$ cat src/sv/cfl_pkg.sv
package cfl_pkg;

  localparam int unsigned TAPS_DEF = 64;
  localparam int unsigned SAMPLE_W = 16;
  localparam int unsigned COEF_W   = 18;
  localparam int unsigned INDEX_W  = 8;
  localparam int unsigned PROD_W   = SAMPLE_W + COEF_W;

  typedef enum logic {
    OP_LOAD   = 1'b0,
    OP_SAMPLE = 1'b1
  } op_e;

  typedef enum logic [1:0] {
    ST_IDLE,
    ST_RUN,
    ST_FINISH
  } state_e;

  // control that travels with the operands into the multiply-accumulate unit
  typedef struct packed {
    logic start;
    logic vld;
    logic last;
  } mac_ctrl_t;

endpackage

$ cat src/sv/cfl_mac.sv
module cfl_mac #(
  parameter int unsigned TAPS = cfl_pkg::TAPS_DEF,
  localparam int unsigned ACC_W = cfl_pkg::PROD_W + $clog2(TAPS)
) (
  input  logic                                clk_i,
  input  logic                                rst_ni,
  input  cfl_pkg::mac_ctrl_t                  ctrl_i,
  input  logic signed [cfl_pkg::SAMPLE_W-1:0] dat_i_i,
  input  logic signed [cfl_pkg::SAMPLE_W-1:0] dat_q_i,
  input  logic signed [cfl_pkg::COEF_W-1:0]   coef_i,
  output logic                                done_o,
  output logic signed [cfl_pkg::SAMPLE_W-1:0] res_i_o,
  output logic signed [cfl_pkg::SAMPLE_W-1:0] res_q_o
);

  localparam int unsigned RND_W = ACC_W + 1;
  localparam logic signed [RND_W-1:0] HALF   = RND_W'(1) <<< 16;
  localparam logic signed [RND_W-1:0] MAX_Q15 = RND_W'(32767);
  localparam logic signed [RND_W-1:0] MIN_Q15 = -RND_W'(32768);

  logic signed [cfl_pkg::PROD_W-1:0] prod_i_q, prod_q_q;
  logic                              p_vld_q, p_last_q;
  logic signed [ACC_W-1:0]           acc_i_q, acc_q_q;
  logic                              done_q;

  // round half up to Q15, then clamp
  function automatic logic signed [cfl_pkg::SAMPLE_W-1:0] round_sat(
    input logic signed [ACC_W-1:0] acc
  );
    logic signed [RND_W-1:0] sum;
    logic signed [RND_W-1:0] shr;
    sum = RND_W'(acc) + HALF;
    shr = sum >>> 17;
    if (shr > MAX_Q15) begin
      round_sat = 16'sh7fff;
    end else if (shr < MIN_Q15) begin
      round_sat = 16'sh8000;
    end else begin
      round_sat = shr[cfl_pkg::SAMPLE_W-1:0];
    end
  endfunction

  always_ff @(posedge clk_i) begin
    prod_i_q <= dat_i_i * coef_i;
    prod_q_q <= dat_q_i * coef_i;
  end

  always_ff @(posedge clk_i or negedge rst_ni) begin
    if (!rst_ni) begin
      p_vld_q  <= 1'b0;
      p_last_q <= 1'b0;
      done_q   <= 1'b0;
      acc_i_q  <= '0;
      acc_q_q  <= '0;
    end else begin
      p_vld_q  <= ctrl_i.vld;
      p_last_q <= ctrl_i.vld && ctrl_i.last;
      if (ctrl_i.start) begin
        acc_i_q <= '0;
        acc_q_q <= '0;
        done_q  <= 1'b0;
      end else if (p_vld_q) begin
        acc_i_q <= acc_i_q + ACC_W'(prod_i_q);
        acc_q_q <= acc_q_q + ACC_W'(prod_q_q);
        if (p_last_q) begin
          done_q <= 1'b1;
        end
      end
    end
  end

  assign done_o  = done_q;
  assign res_i_o = round_sat(acc_i_q);
  assign res_q_o = round_sat(acc_q_q);

endmodule

$ cat config.mk
export PLATFORM = sky130hd
export DESIGN_NAME = cfl_mac
export DESIGN_NICKNAME = d
export VERILOG_FILES = /design/src/sv/cfl_pkg.sv /design/src/sv/cfl_mac.sv
export SDC_FILE = /design/constraint.sdc
export NUM_CORES = 2
export LEC_CHECK = 0
export BUFFER_PORTS_ARGS = -buffer_cell sky130_fd_sc_hd__buf_2
export CORE_MARGIN = 2
export CORE_UTILIZATION = 50
export DETAILED_ROUTE_END_ITERATION = 6
export PLACE_DENSITY = 0.75
export SETUP_SLACK_MARGIN = 0.3
export SKIP_LAST_GASP = 1
export SYNTH_ARGS = -nofsm -noshare
export SYNTH_HDL_FRONTEND = slang
export SYNTH_SLANG_ARGS = --single-unit
$ cat constraint.sdc
create_clock -name clk_i -period 9.04 [get_ports clk_i]
set_input_delay 0 -clock clk_i [delete_from_list [all_inputs] [get_ports clk_i]]
set_output_delay 0 -clock clk_i [all_outputs]
set_load 0.1 [all_outputs]
==> Word-level counts from Yosys, hierarchy flattened <==
Cells that the tools add are included.
{ "word_totals": {"mem_bits_rw": 0, "memories": 0, "output_inout_bits": 33, "latchBits": 0, "mem_bits_ro": 0, "register_bits": 151, "in_bits": 55} }
{ "op_classes": {"n_lt_le_gt_ge": 4, "n_shift": 0, "addsub": 4, "n_reduce_logical": 4, "n_mux": 11, "mul": 2, "eq_ne": 0, "div_mod_pow": 0, "bitwise": 0} }
{ "ops": {"columns": ["op", "n"], "rows": [
  ["2-to-1 mux 40 bit", 4],
  ["adder 40 x 18 -> 41 bit, second input constant", 2],
  ["adder 40 x 34 -> 40 bit", 2],
  ["multiplier 16 x 18 -> 34 bit", 2],
  ["2-to-1 mux 16 bit", 4],
  ["greater-than comparator 24 x 16 -> 1 bit, second input constant", 2],
  ["< comparator 24 x 16 -> 1 bit, second input constant", 2],
  ["nonzero test 2 bit", 2],
  ["2-to-1 mux 1 bit", 3],
  ["AND reduction 2 bit", 1],
  ["logical AND 1 bit", 1]
]} }

==> Logic depth before layout (Yosys ltp) <==
{ "logic_depth": {"depth_word": 4, "ltp_mapped": 24} }

==> Worst setup path after synthesis <==
OpenSTA, ideal clock, no wires.
{ "synth_timing": {"path_kind": "input to register", "startpoint": "input dat_i_i[7] in the netlist's numbering", "endpoint": "register prod_i_q[33] in the netlist's numbering", "arrival_ns": 5.873, "setup_time_ns": 0.132, "n_path_buf": 2, "path_slack_ns": 3.035, "cell_stages": 22, "cell_sequence": "clkbuf_1 -> clkbuf_1 -> nand2_1 -> fa_1 -> inv_1 -> fa_1 -> fa_1 -> fa_1 -> fa_1 -> inv_1 -> fa_1 -> inv_1 -> ha_1 -> a21o_1 -> a2111oi_0 -> a21oi_1 -> o211ai_1 -> a31oi_1 -> o211ai_1 -> nand4b_1 -> a2111oi_0 -> nor3b_1"} }
{ "synth_between": {"elab_chain_len": 1} }
{ "synth_rtl": {"columns": ["element", "line", "rtl"], "rows": [
  ["start: declaration", "cfl_mac.sv:8", "input logic signed [cfl_pkg::SAMPLE_W-1:0] dat_i_i,"],
  ["multiplier 16 x 18 -> 34 bit", "cfl_mac.sv:44", "prod_i_q <= dat_i_i * coef_i;"],
  ["end signal: assignment", "cfl_mac.sv:44", null],
  ["end: declaration", "cfl_mac.sv:21", "logic signed [cfl_pkg::PROD_W-1:0] prod_i_q, prod_q_q;"]
]} }
Every way passes these cells.
A chain may end at the register's enable or synchronous reset.

==> Worst setup path after layout <==
{ "layout_timing": {"startpoint": "input coef_i[9] in the netlist's numbering", "endpoint": "register prod_i_q[33] in the netlist's numbering"} }
{ "layout_between": {"elab_chain_len": 1} }
{ "layout_rtl": {"columns": ["element", "line", "rtl"], "rows": [
  ["start: declaration", "cfl_mac.sv:10", "input logic signed [cfl_pkg::COEF_W-1:0] coef_i,"],
  ["multiplier 16 x 18 -> 34 bit", "cfl_mac.sv:44", null]
]} }
Every way passes these cells.

==> summary.md <==
| Metric | Value |
|---|---|
| Outcome | finished, final reports clean |
| Clk_lat worst skew | 480 ps |
| CP startpoint | coef_i[9] |
| Critical-path top delay cell | fa_1 |
| Share of the synthesized area in the top cell type | 37.2% |
| Setup TNS | 0 ps |
| DP Area | 32400 sq um |
| # IOs | 88 |
| Worst hold path type | input pin to async pin |
| DR iter-0 viols | 1576 |
| Vias in the first global route | 24800 |
| Met2 wire len | 33.1 mm |
| Gate Count Post-Synth | 3524 |
| CP max FO | 32 |
| Number of enable flip-flop cells after synthesis | 0 |
| Detailed Place HPWL | 57.5 mm |
| Fin crit period | 6200 ps |
| CP required | 9390 ps |
| Initial antenna violation count | 6 |
| FF-to-FF Start | acc_i_q[16] |
| Slew Limit Fails | 0 |
| CP Capture Type | flip-flop |
| Largest net degree at the start of global routing | 57 |
| Vias | 23800 |
| Rows | 91 |
| YS warnings | 0 |
| Crit-path cells | buf_2, nand2_1, fa_1, inv_1, fa_1, fa_1, fa_1, fa_1, inv_1, fa_1, inv_1, ha_1, a21o_1, a2111oi_0, a21oi_1, o211ai_1, a31oi_1, o211ai_1, nand4b_1, a2111oi_0, nor3b_1 |
| Die height | 254 um |
| # nets final | 4394 |
| Post-synthesis sequential area ratio | 11.0% |
| Top_reg_cell synth | dfrtp_1 |
| CTS sink cnt | 151 |
| Antenna cell count | 0 |
| Remaining global-route overflow | 0 |
| CTS buffer count | 17 |
| Final GP Congestion | 0.930 |
| H-tree levels | 4 |
| Kind of critical path | input pin to flip-flop |
| CTS root buffer | clkbuf_16 |
| WL met1 | 32.3 mm |
| Fillcell total | 5616 |
| Area delta synth->final | 5.34% |
| Die Width | 254 um |
| Syn Nets | 4413 |
| Crit path largest cell delay | 580 ps |
| Crit start category | input pin |
| Core Box Area | 61800 sq um |
| Total Wirelength | 71.9 mm |
| Final setup viols | 0 |
| Clock tree from TritonCTS | yes |
| Global-route wire length before repair | 123 mm |
| Ys async rst share | 55.0% |
| CTS Buffer Depth | 2 |
| Period utilisation layout | 68.6% |
| Synth cell types | 75 |
| Fraction of layout cells with a size suffix above 1 | 4.09% |
| Critical path arrival | 6550 ps |
| Fin worst setup slack | 2840 ps |
| Routed Antenna Nets | 0 |
| Routed vias/inst | 5.46 |
| Largest area contributor in the netlist | fa_1 |
| #FFs+latches synth | 151 |
| Design area | 33000 sq um |
| Met3 Wirelength | 5.05 mm |
| Fmax | 0.161 GHz |
| Pre-CTS setup slack | 2450 ps |
| Worst-Margin Slew | 1190 ps |
| Most frequent CP cell | fa_1 |
| Worst Skew | 10.8 ps |
| Die ar. | 64700 sq um |
| IO buf count | 87 |
| RSZ-0062 raised after global routing | false |
| Syn Area/Cell | 8.90 sq um |
| DRT Pass-1 Iters | 5 |
| Final core utilization | 53.4% |
| Worst Path Buf+Inv | 4 |
| Max Cap Viol | 0 |
| Total GRT Usage | 23.7% |
| Worst slew margin | 20.1% |
| Synth Cell Area | 31300 sq um |
| CP delay by family, top | adder cells |
| Synth area leaders | fa_1 (37%), ha_1 (10%), inv_1 (8.1%), dfrtp_1 (6.6%), and2_1 (5.6%) |
| Clock slew at reported path FFs | 70 ps |
| Post-route DRC | 0 |
| Routed len/inst | 16.5 um |
| Max layer used | met5 |
| Starting Density | 50.7% |
| Fin. Hold Viols | 0 |
==> worst register-to-register path, delay by kind of cell, from the launching register on <==
kind                       cells  cell delay [ps]
and+or+nand+nor                3             1050
AOI/OAI and AO/OA              4              760
muxes                          2              680
DFF                            1              510
adders and majority gates      1              480
==> state kept, by name (all words and copies together) (netlist names) <==
name,count
prod_i_q,34
prod_q_q,34
p_last_q,1
acc_q_q,40
p_vld_q,1
done_o,1
acc_i_q,40
==> metal layers <==
layer	global-route usage (%)	vias to the layer above
li1	-	11000
met1	32.9	12000
met2	38.6	676
met3	4.36	99
met4	5.87	4
met5	0	-
==> metrics by stage <==
step           hold slack (ps)  std cells
2_1_floorplan             -296       3524
3_3_place_gp             -39.4       4317
3_5_place_dp             -37.7       4317
4_1_cts                   5.03       4355
5_1_grt                   48.1       4355
6_report                  40.0       4355
==> timing repair <==
item                      CTS  global route
gates resized for setup     0             0
hold endpoints to repair   31             0
hold buffers                6             0
buffers inserted            0             0
==> final cells by class <==
cell class	count	area, sq um	area share, %
Clock buffer	24	536	1.62
Multi-Input combinational cell	2553	24800	75.2
Clock inverter	8	55.1	0.167
Sequential cell	151	3440	10.4
Inverter	681	2560	7.74
Timing Repair Buffer	101	568	1.72
Tap cell	837	1050	3.17
==> path summary, 6_finish.rpt <==
| path | end | slack (ps) | cells past startpoint |
|---|---|---|---|
| worst min-delay path | acc_q_q[34] | 40 | 3 |
| worst max register to register | acc_i_q[39] | 5440 | 10 |
| worst min register to register | done_o | 490 | 2 |
| worst max-delay path | prod_i_q[33] | 2840 | 21 |
| max in group asynchronous | p_vld_q | 8170 | 3 |
| min in group clk_i | acc_q_q[0] | 70 | 3 |
==> cell families after synthesis <==
logic type | count (synthesis) | synth area share (%)
AOI/OAI and AO/OA | 509 | 10.4
xor gates and xnor gates | 142 | 3.97
adders and majority gates | 834 | 47.2
buffers and inverters | 820 | 9.86
DFF | 151 | 11.0
muxes | 35 | 1.13
and+or+nand+nor | 1033 | 16.4
==> placed cells by master (no fill, tap or decap), drive strengths merged, types with 30 or more instances in the layout <==
master    n
mux2i    33
dfxtp    68
fa      582
o21a     32
xor2     46
nand3    51
xnor2    96
ha      252
and3     32
nand2   359
and2    280
a21oi   132
inv     683
nor2    150
buf      96
o21ai   114
a21o     70
nor3     36
dfrtp    83
nand2b   30
==> synthesized netlist by cell type, types with 5 or more instances <==
cell         n
a211o_1      9
a211oi_1    22
a21o_1      70
a21oi_1    132
a31o_2       6
a31oi_1     24
a41oi_1      5
and2_1     280
and3_1      32
and4_1       7
buf_1       11
clkbuf_1   122
dfrtp_1     83
dfxtp_1     68
fa_1       582
ha_1       252
inv_1      680
mux2i_1     33
nand2_1    358
nand2b_1    30
nand3_1     51
nand3b_1     5
nand4_1     16
nor2_1     150
nor2b_1     21
nor3_1      35
nor3b_1      5
nor4_1       7
o2111ai_1    5
o211ai_1    14
o21a_1      32
o21ai_0     85
o21ai_1     29
o21bai_1    14
o22ai_1     12
o31ai_1      6
or3_1       21
xnor2_1     96
xor2_1      46
Power is not shown: default switching activity piles up to over one toggle a cycle in this logic, so the estimate is an artifact.
