$ cat config.mk
export PLATFORM = sky130hd
export DESIGN_NAME = cfl_ram
export DESIGN_NICKNAME = d
export VERILOG_FILES = /design/src/sv/cfl_ram.sv
export SDC_FILE = /design/constraint.sdc
export NUM_CORES = 1
export LEC_CHECK = 0
export ABC_CLOCK_PERIOD_IN_PS = 5860
export BUFFER_PORTS_ARGS = -buffer_cell sky130_fd_sc_hd__buf_2
export CAP_MARGIN = 0
export CORE_AREA = 2 2 202 353
export CTS_CLUSTER_DIAMETER = 200
export DETAILED_ROUTE_END_ITERATION = 8
export DIE_AREA = 0 0 204 355
export HOLD_SLACK_MARGIN = 0.08
export PLACE_DENSITY_LB_ADDON = 0.08
export SYNTH_ARGS = -nofsm -noshare
export SYNTH_HDL_FRONTEND = slang
export SYNTH_SLANG_ARGS = --single-unit
export TNS_END_PERCENT = 10
$ cat constraint.sdc
create_clock -name clk_i -period 5.86 [get_ports clk_i]
set_clock_uncertainty 0.2 [all_clocks]
set_input_delay 1.172 -clock clk_i [delete_from_list [all_inputs] [get_ports clk_i]]
set_output_delay 1.172 -clock clk_i [all_outputs]
set_load 0.005 [all_outputs]
$ cat src/sv/cfl_ram.sv
module cfl_ram #(
  parameter int unsigned WIDTH = 16,
  parameter int unsigned DEPTH = 64,
  localparam int unsigned AW   = (DEPTH > 1) ? $clog2(DEPTH) : 1
) (
  input  logic             clk_i,
  input  logic             we_i,
  input  logic [AW-1:0]    waddr_i,
  input  logic [WIDTH-1:0] wdata_i,
  input  logic [AW-1:0]    raddr_i,
  output logic [WIDTH-1:0] rdata_o
);

  logic [WIDTH-1:0] mem_q [DEPTH];
  logic [WIDTH-1:0] rdata_q;

  always_ff @(posedge clk_i) begin
    if (we_i) begin
      mem_q[waddr_i] <= wdata_i;
    end
    rdata_q <= mem_q[raddr_i];
  end

  assign rdata_o = rdata_q;

endmodule

=== After elaboration in Yosys (flattened, before gate mapping) ===
Memory sizes are Yosys's and may differ from the RTL's. A register that Yosys moved wholly into a read port is not among the register bits.
Index checks and enable logic that the tools add are counted.

* Bits of input ports: 30
* Word-level logic and storage cells: 3
* Flip-flop bits (word level): 0
* Output and inout port bits: 16
* Bits in writable memories: 1,024
* Memories: 1

{| class="wikitable"
|+ Memory list
! name !! words !! width !! rd ports !! clocked after Yosys merged registers in !! wr ports !! line !! text
|-
| mem_q || 64 || 16 || 1 || 1 || 1 || 14 || <nowiki>logic [WIDTH-1:0] mem_q [DEPTH];</nowiki>
|}

* Muxes and demuxes: 2

{| class="wikitable"
|+ Operators with widths
! cell !! count
|-
| $mux W1 || 2
|}

=== Logic depth before layout (Yosys ltp) ===
Gate-level depths: netlist of the first run.

* Word-level depth: 2
* Mapped depth: 10
* Mapped depth without buffers: 5

=== Worst setup path after synthesis of the first run ===
OpenSTA, ideal clock, no wires.

* Path type: input port to flip-flop
* Start point: input waddr_i[3]
* End point: memory mem_q[48][0], enable pin
* Setup time: 0.409 ns
* Data required time: 5.251 ns
* Arrival: 2.798 ns
* Path buffers: 1
* Stages on the path: 4
* Path slack: 2.453 ns
* Cell sequence: clkbuf_1 > nor2b_1 > nand4b_1 > nor3_1

{| class="wikitable"
|+ RTL lines
! what !! line !! text
|-
| from (decl) || 8 || <nowiki>input logic [AW-1:0] waddr_i,</nowiki>
|-
| to (decl) || 14 ||
|}

Straight into the memory's write port.

==> reports/qor.txt, run 1 <==
Status = finished, final reports clean
Number of global-route vias before repair = 19406
Cells on worst reg2reg path = 5
Cell Pwr Density = 336 mW/mm2
Post-CTS Setup Bufs = 0
Overall Global Routing Usage = 0.271
Die footprint = 0.0724 mm2
Reg-to-reg slack, setup = 3270 ps
DR vias/cell = 6.45
Final Power = 14.9 mW
Worst r2r dst = rdata_o[11]$_DFF_P_
# setup viols final = 0
CTS Buf Count = 87
Post-cts resize count = 0
Setup TNS = 0 ps
EDFF count, synth = 1024
DRC = 0
Largest net degree at the start of global routing = 77
Final hold vios = 0
R2r startpoint = mem_q[31][11]$_DFFE_PP_
Routed wire per std cell = 32.5 um
Leak = 14.1 nW
First-pass GRT wire length = 138000 um
Crit path time final = 3910 ps
CP max stage delay = 680 ps
CP endpoint kind = flip-flop
Starting Density = 0.576
Mapped Nets = 1859
Bufs on Longest Clock Path = 3
Initial DRC Count = 1827
Core area = 0.0695 mm2
Global route overflow = 0
Crit Path Max Fanout = 76
Clk_lat worst skew = 650 ps
Max rail drop VDD = 258 uV
P_sw = 3.10 mW
Synth unique cells = 43
CTS Sinks = 1040
Worst Hold Path EP = mem_q[48][9]$_DFFE_PP_
Avg Synthesized Cell Area = 21.9 um2
Most frequent cells in the layout = 1024 x edfxtp_1, 220 x mux4_2, 101 x buf_4
Cts hold-fix bufs = 0
Filler cells = 4736
Pint = 11.8 mW
Share of layout cells above drive strength 1 = 0.265
Die height = 355 um
Met2 wire length = 49400 um
Sw Share = 0.208
Min-Delay Path Class = in -> reg
Cell Chain, Critical Path = buf_8 -> buf_12 -> buf_4 -> mux4_2 -> mux2i_1 -> a22oi_1 -> a31oi_1 -> a311oi_1
Clock-pin transition on the worst setup and hold timing paths = 70 ps
Commonest non-fill, non-tap cell in the layout = edfxtp_1
Crit-path slowest cell = buf_8
Post-Syn Area = 0.0400 mm2
Wire length on met3 = 5970 um
Synth Flop Type = edfxtp_1
Async SR Flop Fraction = 0
Final Wtd Congestion = 0.842
Width of the die = 204 um
Min Hold Slack = 596 ps
Sequential share of the synthesized area = 0.776
Slew Limit Fails = 0
Slew @ Worst Pin = 1310 ps
Combinational fraction of design power = 0.050
Hold path start = wdata_i[9]
PortBufs = 45
WL met1 = 35400 um
Sequential power share = 0.553
Yosys reg bits = 1040
CP required = 6170 ps
Root buffer cell = clkbuf_16
Nets = 1994
Post-DRT Antenna Nets = 0
Post-Route WL = 95900 um
Clock Power Share = 0.397
I/O Pins = 46
Cells after Synth = 1829
CTS tree = done
Max Clk Rate = 0.256 GHz
Initial antenna violation count = 1
RSZ-0062 raised after global routing = no
Hold depth = 1
CP Class = in -> reg
Synth warn = 0
WP data arrival = 4220 ps
H-Tree Depth = 3
Worst slew margin = 0.126
Max_cap viols = 0
Crit path launch type = input port
FP Rows = 128
Area grow syn2layout = 11.1%
Uppermost routed layer = met4
Vias after detailed routing = 19029
Final Cycle Share = 0.668
1st-pass router iterations = 5
DP HPWL = 57600 um
==> cell usage after synthesis (all sizes together), types with 12 or more instances <==
| library cell | count | share of area |
|---|---|---|
| a21oi | 17 | 0.0021 |
| a221oi | 16 | 0.0035 |
| a22oi | 39 | 0.0073 |
| buf | 77 | 0.016 |
| clkbuf | 27 | 0.0027 |
| dfxtp | 16 | 0.0080 |
| edfxtp | 1024 | 0.77 |
| mux2 | 27 | 0.0076 |
| mux2i | 85 | 0.021 |
| mux4 | 224 | 0.13 |
| nand2 | 60 | 0.0058 |
| nand3 | 24 | 0.0030 |
| nand4 | 12 | 0.0019 |
| nor2 | 74 | 0.0071 |
| nor2b | 30 | 0.0047 |
==> worst max-delay path by stage <==
stage,startpoint,end,depth (start not counted)
after floorplan,waddr_i[3],mem_q[48][0]$_DFFE_PP_,4
after global placement,raddr_i[0],rdata_o[1]$_DFF_P_,7
after detailed placement,raddr_i[0],rdata_o[0]$_DFF_P_,8
after CTS,raddr_i[0],rdata_o[0]$_DFF_P_,8
after global routing,raddr_i[0],rdata_o[0]$_DFF_P_,8
final,raddr_i[0],rdata_o[0]$_DFF_P_,8
==> routing by layer <==
layer,GRT usage,up-vias
li1,-,7928
met1,0.352,10141
met2,0.455,771
met3,0.0363,189
met4,0.137,0
met5,0,-
==> cell type report <==
cell class	instances	area, um2	area share
Sequential cell	1040	31100	0.699
Clock inverter	56	549	0.0124
Antenna cell	3	7.51	0.000169
Multi-Input combinational cell	685	8270	0.186
Tap cell	910	1140	0.0256
Timing Repair Buffer	150	1090	0.0245
Clock buffer	104	2350	0.0528
==> critical path: cells and delay by family <==
family | cells | cell delay, ps
buffers and inverters | 3 | 1310
AOI/OAI and AO/OA | 3 | 770
muxes | 2 | 910
==> kinds of logic after synthesis <==
kind of cell | share of synthesized area
multiplexers | 0.155
AND/OR/NAND/NOR | 0.0265
AO/OA/AOI/OAI | 0.0241
buffers and inverters | 0.0183
flip-flops | 0.776
==> power groups by stage <==
| stage | logic, mW | registers [mW] | clock network (mW) |
|---|---|---|---|
| floorplan | 0.426 | 8.41 | 0 |
| global placement | 0.750 | 8.42 | 0 |
| detailed placement | 0.764 | 8.42 | 0 |
| CTS | 0.765 | 8.26 | 6.02 |
| global route | 0.797 | 8.26 | 6.27 |
| finish | 0.755 | 8.26 | 5.93 |
==> registers in the layout, indices dropped and copies added (netlist names) <==
| name | count |
|---|---|
| rdata_o | 16 |
| mem_q | 1024 |
==> metrics by stage <==
| stage | std cells | util | setup slack, ps | cell area, um2 |
|---|---|---|---|---|
| after floorplan | 1829 | - | 2450 | 40000 |
| after global placement | 2785 | 0.598 | 1250 | 41600 |
| after detailed placement | 2785 | 0.598 | 1220 | 41600 |
| after CTS | 2945 | 0.640 | 1910 | 44500 |
| after global routing | 2945 | 0.640 | 1740 | 44500 |
| final | 2948 | 0.640 | 1950 | 44500 |
(Power assumes the default switching activity.)
==> run 2: changes to the inputs <==
--- a/config.mk
+++ b/config.mk
@@ -5,7 +5,7 @@
 export SDC_FILE = /design/constraint.sdc
 export NUM_CORES = 1
 export LEC_CHECK = 0
-export ABC_CLOCK_PERIOD_IN_PS = 5860
+export ABC_CLOCK_PERIOD_IN_PS = 3700
 export BUFFER_PORTS_ARGS = -buffer_cell sky130_fd_sc_hd__buf_2
 export CAP_MARGIN = 0
 export CORE_AREA = 2 2 202 353
==> constraint.sdc (replaced) <==
create_clock -name clk_i -period 3.7 [get_ports clk_i]
set_clock_uncertainty 0.2 [all_clocks]
set_input_delay 0.74 -clock clk_i [delete_from_list [all_inputs] [get_ports clk_i]]
set_output_delay 0.74 -clock clk_i [all_outputs]
set_load 0.005 [all_outputs]
==> reports/qor.txt, run 2 (same netlist as run 1, synthesis figures left out) <==
Status = finished, final reports clean
CTS tree = done
Worst slew margin = 0.332 (+0.207)
Width of the die = 204 um (unchanged)
Number of global-route vias before repair = 19617 (+1.1%)
Crit path time final = 2820 ps
RSZ-0062 raised after global routing = no
Die footprint = 0.0724 mm2 (unchanged)
# setup viols final = 0 (unchanged)
CTS Sinks = 1040 (unchanged)
Cell Pwr Density = 520 mW/mm2 (+55%)
Max Clk Rate = 0.354 GHz
Root buffer cell = clkbuf_16
CP required = 4000 ps (-2170 ps)
Routed wire per std cell = 31.8 um (-2.1%)
Bufs on Longest Clock Path = 3 (unchanged)
Most frequent cells in the layout = 1024 x edfxtp_1, 220 x mux4_2, 145 x buf_4
Cell family with most CP delay = buffers and inverters
Final Wtd Congestion = 0.838 (-0.44%)
Area grow syn2layout = 12.2%
Crit-path slowest cell = mux4_2
Leak = 14.4 nW (+2.0%)
Filler cells = 4642 (-2.0%)
PortBufs = 45 (unchanged)
Largest net degree at the start of global routing = 65 (-16%)
Most common cell on crit path = buf_4
DP HPWL = 60600 um (+5.2%)
Max_cap viols = 0 (unchanged)
Commonest non-fill, non-tap cell in the layout = edfxtp_1
WP data arrival = 3130 ps (-1090 ps)
Post-DRT Antenna Nets = 0 (unchanged)
Vias after detailed routing = 19047 (+0.095%)
Max rail drop VDD = 480 uV (+86%)
Setup TNS = 0 ps (unchanged)
Final Cycle Share = 0.763
Post-CTS Setup Bufs = 0 (unchanged)
Post-Route WL = 95400 um (-0.46%)
DRC = 0 (unchanged)
Most flops, register = mem_q
CP endpoint kind = flip-flop
I/O Pins = 46 (unchanged)
Crit path launch type = input port
Overall Global Routing Usage = 0.273 (+0.00136)
Initial DRC Count = 1752 (-4.1%)
Starting Density = 0.576 (unchanged)
Final Power = 23.4 mW (+56%)
Final hold vios = 0 (unchanged)
FP Rows = 128 (unchanged)
Nets = 2053 (+3.0%)
Slew Limit Fails = 0 (unchanged)
Cell Chain, Critical Path = buf_8 -> buf_4 -> mux4_2 -> mux2i_1 -> buf_4 -> nand3_1 -> a31oi_1 -> a311oi_1
1st-pass router iterations = 6 (+1)
Crit Path Max Fanout = 33 (-57%)
Buf/Inv on CP = 3 (unchanged)
Max reg flops = 1024 (unchanged)
Post-cts resize count = 0 (unchanged)
Cts hold-fix bufs = 0 (unchanged)
DR vias/cell = 6.36 (-1.5%)
Slew @ Worst Pin = 1000 ps (-310 ps)
CTS Buf Count = 87 (unchanged)
CP max stage delay = 530 ps (-150 ps)
H-Tree Depth = 3 (unchanged)
Clk_lat worst skew = 650 ps (about the same)
First-pass GRT wire length = 139000 um (+0.60%)
Share of layout cells above drive strength 1 = 0.280 (+0.0148)
Initial antenna violation count = 0 (-1)
Global route overflow = 0 (unchanged)
Min-Delay Path Class = in -> reg
Core area = 0.0695 mm2 (unchanged)
CP Class = in -> reg
Die height = 355 um (unchanged)
Clock-pin transition on the worst setup and hold timing paths = 60 ps (about the same)
==> run 2: cell types whose count changed in the layout (fill, tap and decap cells not counted), sizes merged <==
cell | before | now
clkinvlp | 3 | 2
clkinv | 39 | 16
diode | 3 | 2
clkbuf | 104 | 124
buf | 150 | 209
bufinv | 11 | 6
==> run 2: routing by layer <==
metal | global-route usage | up-vias | routed length, um | share of wire
met1 | 0.353 | 10177 | 36200 | 0.38
met4 | 0.117 | 0 | 4360 | 0.046
met5 | 0 | - | 0 | 0
met2 | 0.468 | 682 | 49800 | 0.52
met3 | 0.0364 | 147 | 5020 | 0.053
li1 | - | 8041 | - | -
==> run 2: path summary, 6_finish.rpt <==
path | from | end | slack (ps) | cells after the start
hold / removal | wdata_i[4] | mem_q[32][4]$_DFFE_PP_ | 330 | 1
setup / recovery | raddr_i[0] | rdata_o[3]$_DFF_P_ | 880 | 8
hold reg to reg | mem_q[2][5]$_DFFE_PP_ | rdata_o[5]$_DFF_P_ | 640 | 4
setup reg to reg | mem_q[31][3]$_DFFE_PP_ | rdata_o[3]$_DFF_P_ | 1380 | 6
==> run 2: area by class of cell <==
class	instances	area, um2	share of cell area
Clock inverter	27	293	0.00651
Sequential cell	1040	31100	0.691
Tap cell	910	1140	0.0253
Timing Repair Buffer	209	1720	0.0383
Clock buffer	124	2470	0.0550
Antenna cell	2	5.00	0.000111
Multi-Input combinational cell	685	8250	0.184
==> run 2: per-stage QoR <==
step | setup slack [ps] | instances | instance area (um2) | utilization | hold slack, ps
after detailed placement | 180 | 2844 | 42200 | 0.607 | 632
after floorplan | 725 | 1829 | 40000 | - | 550
after global placement | 184 | 2844 | 42200 | 0.607 | 645
after global routing | 791 | 2995 | 44900 | 0.647 | 303
final | 876 | 2997 | 44900 | 0.647 | 329
after CTS | 855 | 2995 | 44900 | 0.647 | 282
==> run 2: report_power, final <==
part / internal, mW / switching (mW) / leakage (nW)
clock: 5.06 / 3.96 / 1.35
sequential: 13.0 / 0.0480 / 9.35
combinational: 0.487 / 0.769 / 3.70
total: 18.6 / 4.77 / 14.4
==> run 3: changes to the inputs <==
--- a/config.mk
+++ b/config.mk
@@ -5,7 +5,7 @@
 export SDC_FILE = /design/constraint.sdc
 export NUM_CORES = 1
 export LEC_CHECK = 0
-export ABC_CLOCK_PERIOD_IN_PS = 3700
+export ABC_CLOCK_PERIOD_IN_PS = 2700
 export BUFFER_PORTS_ARGS = -buffer_cell sky130_fd_sc_hd__buf_2
 export CAP_MARGIN = 0
 export CORE_AREA = 2 2 202 353
==> constraint.sdc (replaced) <==
create_clock -name clk_i -period 2.7 [get_ports clk_i]
set_clock_uncertainty 0.2 [all_clocks]
set_input_delay 0.54 -clock clk_i [delete_from_list [all_inputs] [get_ports clk_i]]
set_output_delay 0.54 -clock clk_i [all_outputs]
set_load 0.005 [all_outputs]
==> reports/qor.txt, run 3 (same netlist as run 1, synthesis figures left out) <==
Min Hold Slack = 150 ps (-180 ps)
Slew Limit Fails = 0 (unchanged)
Sequential power share = 0.538 (-0.022)
Overall Global Routing Usage = 0.277 (+0.00412)
Combinational fraction of design power = 0.057 (+0.003)
WP data arrival = 2790 ps (-340 ps)
Most frequent cells in the layout = 1024 x edfxtp_1, 220 x mux4_2, 215 x buf_4
DR vias/cell = 6.25 (-1.6%)
Bufs on Longest Clock Path = 3 (unchanged)
Routed wire per std cell = 31.0 um (-2.7%)
Starting Density = 0.576 (unchanged)
Post-Route WL = 96800 um (+1.4%)
Pint = 26.4 mW (+42%)
Root buffer cell = clkbuf_16
Final Cycle Share = 0.911
# setup viols final = 0 (unchanged)
DRC = 0 (unchanged)
Design Area, Final = 0.0466 mm2 (+3.8%)
I/O Pins = 46 (unchanged)
Clk_lat worst skew = 670 ps (+20 ps)
Cell Pwr Density = 714 mW/mm2 (+37%)
Crit Path Max Fanout = 12 (-64%)
DP Area = 0.0435 mm2 (+3.2%)
Filler cells = 4514 (-2.8%)
CP Class = in -> reg
Clock Power Share = 0.405 (+0.019)
Most flops, register = mem_q
Area grow syn2layout = 16.5%
PortBufs = 45 (unchanged)
Post-DRT Antenna Nets = 0 (unchanged)
Initial antenna violation count = 2 (+2)
CTS tree = done
Vias after detailed routing = 19536 (+2.6%)
Crit path time final = 2460 ps
Core area = 0.0695 mm2 (unchanged)
Clock-pin transition on the worst setup and hold timing paths = 70 ps (about the same)
H-Tree Depth = 3 (unchanged)
Slew @ Worst Pin = 859 ps (-143 ps)
Crit path launch type = input port
Status = finished, final reports clean
Commonest non-fill, non-tap cell in the layout = edfxtp_1
CP required = 3030 ps (-970 ps)
Leak = 15.2 nW (+5.8%)
Global route overflow = 0 (unchanged)
Max Clk Rate = 0.407 GHz
Number of global-route vias before repair = 20306 (+3.5%)
Final core occ = 0.671 (+0.0245)
DP HPWL = 63500 um (+4.7%)
Share of layout cells above drive strength 1 = 0.323 (+0.0432)
Max rail drop VDD = 540 uV (+13%)
First-pass GRT wire length = 141000 um (+1.7%)
FP Rows = 128 (unchanged)
Final Wtd Congestion = 0.846 (+0.98%)
Nets = 2167 (+5.6%)
Min-Delay Path Class = in -> reg
CP endpoint kind = flip-flop
1st-pass router iterations = 7 (+1)
Max_cap viols = 0 (unchanged)
Die height = 355 um (unchanged)
Die footprint = 0.0724 mm2 (unchanged)
Worst slew margin = 0.425 (+0.0930)
Max reg flops = 1024 (unchanged)
Final hold vios = 0 (unchanged)
CTS Sinks = 1040 (unchanged)
Sw Share = 0.205 (+0.00102)
Largest net degree at the start of global routing = 65 (unchanged)
Post-CTS Setup Bufs = 0 (unchanged)
CTS Buf Count = 88 (+1.1%)
Width of the die = 204 um (unchanged)
RSZ-0062 raised after global routing = no
Initial DRC Count = 1647 (-6.0%)
P_sw = 6.84 mW (+43%)
==> run 3: cell types whose count changed in the layout (fill, tap and decap cells not counted), sizes merged <==
| cell | previous run | this run |
|---|---|---|
| buf | 209 | 321 |
| clkbuf | 124 | 108 |
| clkinv | 16 | 31 |
| bufinv | 6 | 15 |
| clkinvlp | 2 | 5 |
| diode | 2 | 5 |
| dlygate4sd3 | 0 | 1 |
==> run 3: power groups by stage <==
stage / registers (mW) / clock network (mW) / logic, mW
3_3_place_gp: 18.3 / 0 / 1.88
4_1_cts: 17.9 / 13.7 / 1.92
6_report: 17.9 / 13.5 / 1.90
3_5_place_dp: 18.3 / 0 / 1.91
2_1_floorplan: 18.2 / 0 / 0.926
5_1_grt: 17.9 / 14.2 / 2.00
==> run 3: timing repair <==
action,in CTS,in global routing
hold endpoints to repair,9,0
hold buffers,1,0
gates resized for setup,1,0
setup endpoints to repair,1,0
==> run 3: worst paths after layout <==
kind | start | end | slack [ps] | cells after the start
hold / removal | wdata_i[12] | mem_q[18][12]$_DFFE_PP_ | 150 | 2
hold reg to reg | mem_q[35][13]$_DFFE_PP_ | rdata_o[13]$_DFF_P_ | 700 | 3
setup / recovery | raddr_i[0] | rdata_o[11]$_DFF_P_ | 240 | 8
setup reg to reg | mem_q[63][11]$_DFFE_PP_ | rdata_o[11]$_DFF_P_ | 320 | 5
==> run 3: per-stage QoR <==
stage,setup slack (ps),total power [mW],cells,TNS (ps)
global placement,-773,20.1,2956,-2500
finish,240,33.3,3124,0
CTS,269,33.5,3119,0
floorplan,-68.1,19.2,1829,-1090
global route,265,34.1,3119,0
detailed placement,-816,20.2,2956,-2810
==> run 3: layout make-up <==
class | count | area (um2) | area share
timing repair buffer | 322 | 3100 | 0.0664
tap | 910 | 1140 | 0.0244
antenna | 5 | 12.5 | 0.000268
clock inverter | 54 | 672 | 0.0144
clock buffer | 108 | 2400 | 0.0515
sequential | 1040 | 31100 | 0.666
multi-input combinational | 685 | 8260 | 0.177
==> run 3: per-layer routing <==
| metal | routed length, um | part of all wire | track usage | vias to the layer above |
|---|---|---|---|---|
| met3 | 5380 | 0.056 | 0.0386 | 145 |
| met1 | 35300 | 0.36 | 0.344 | 10457 |
| li1 | - | - | - | 8286 |
| met5 | 0 | 0 | 0 | - |
| met2 | 53000 | 0.55 | 0.500 | 648 |
| met4 | 3110 | 0.032 | 0.0923 | 0 |
==> run 3: critical path, cell delays in order <==
cell,delay (ps)
buf_8,170
buf_4,220
buf_12,150
mux4_2,540
mux2_2,300
a221oi_2,600
buf_4,210
a311oi_1,50
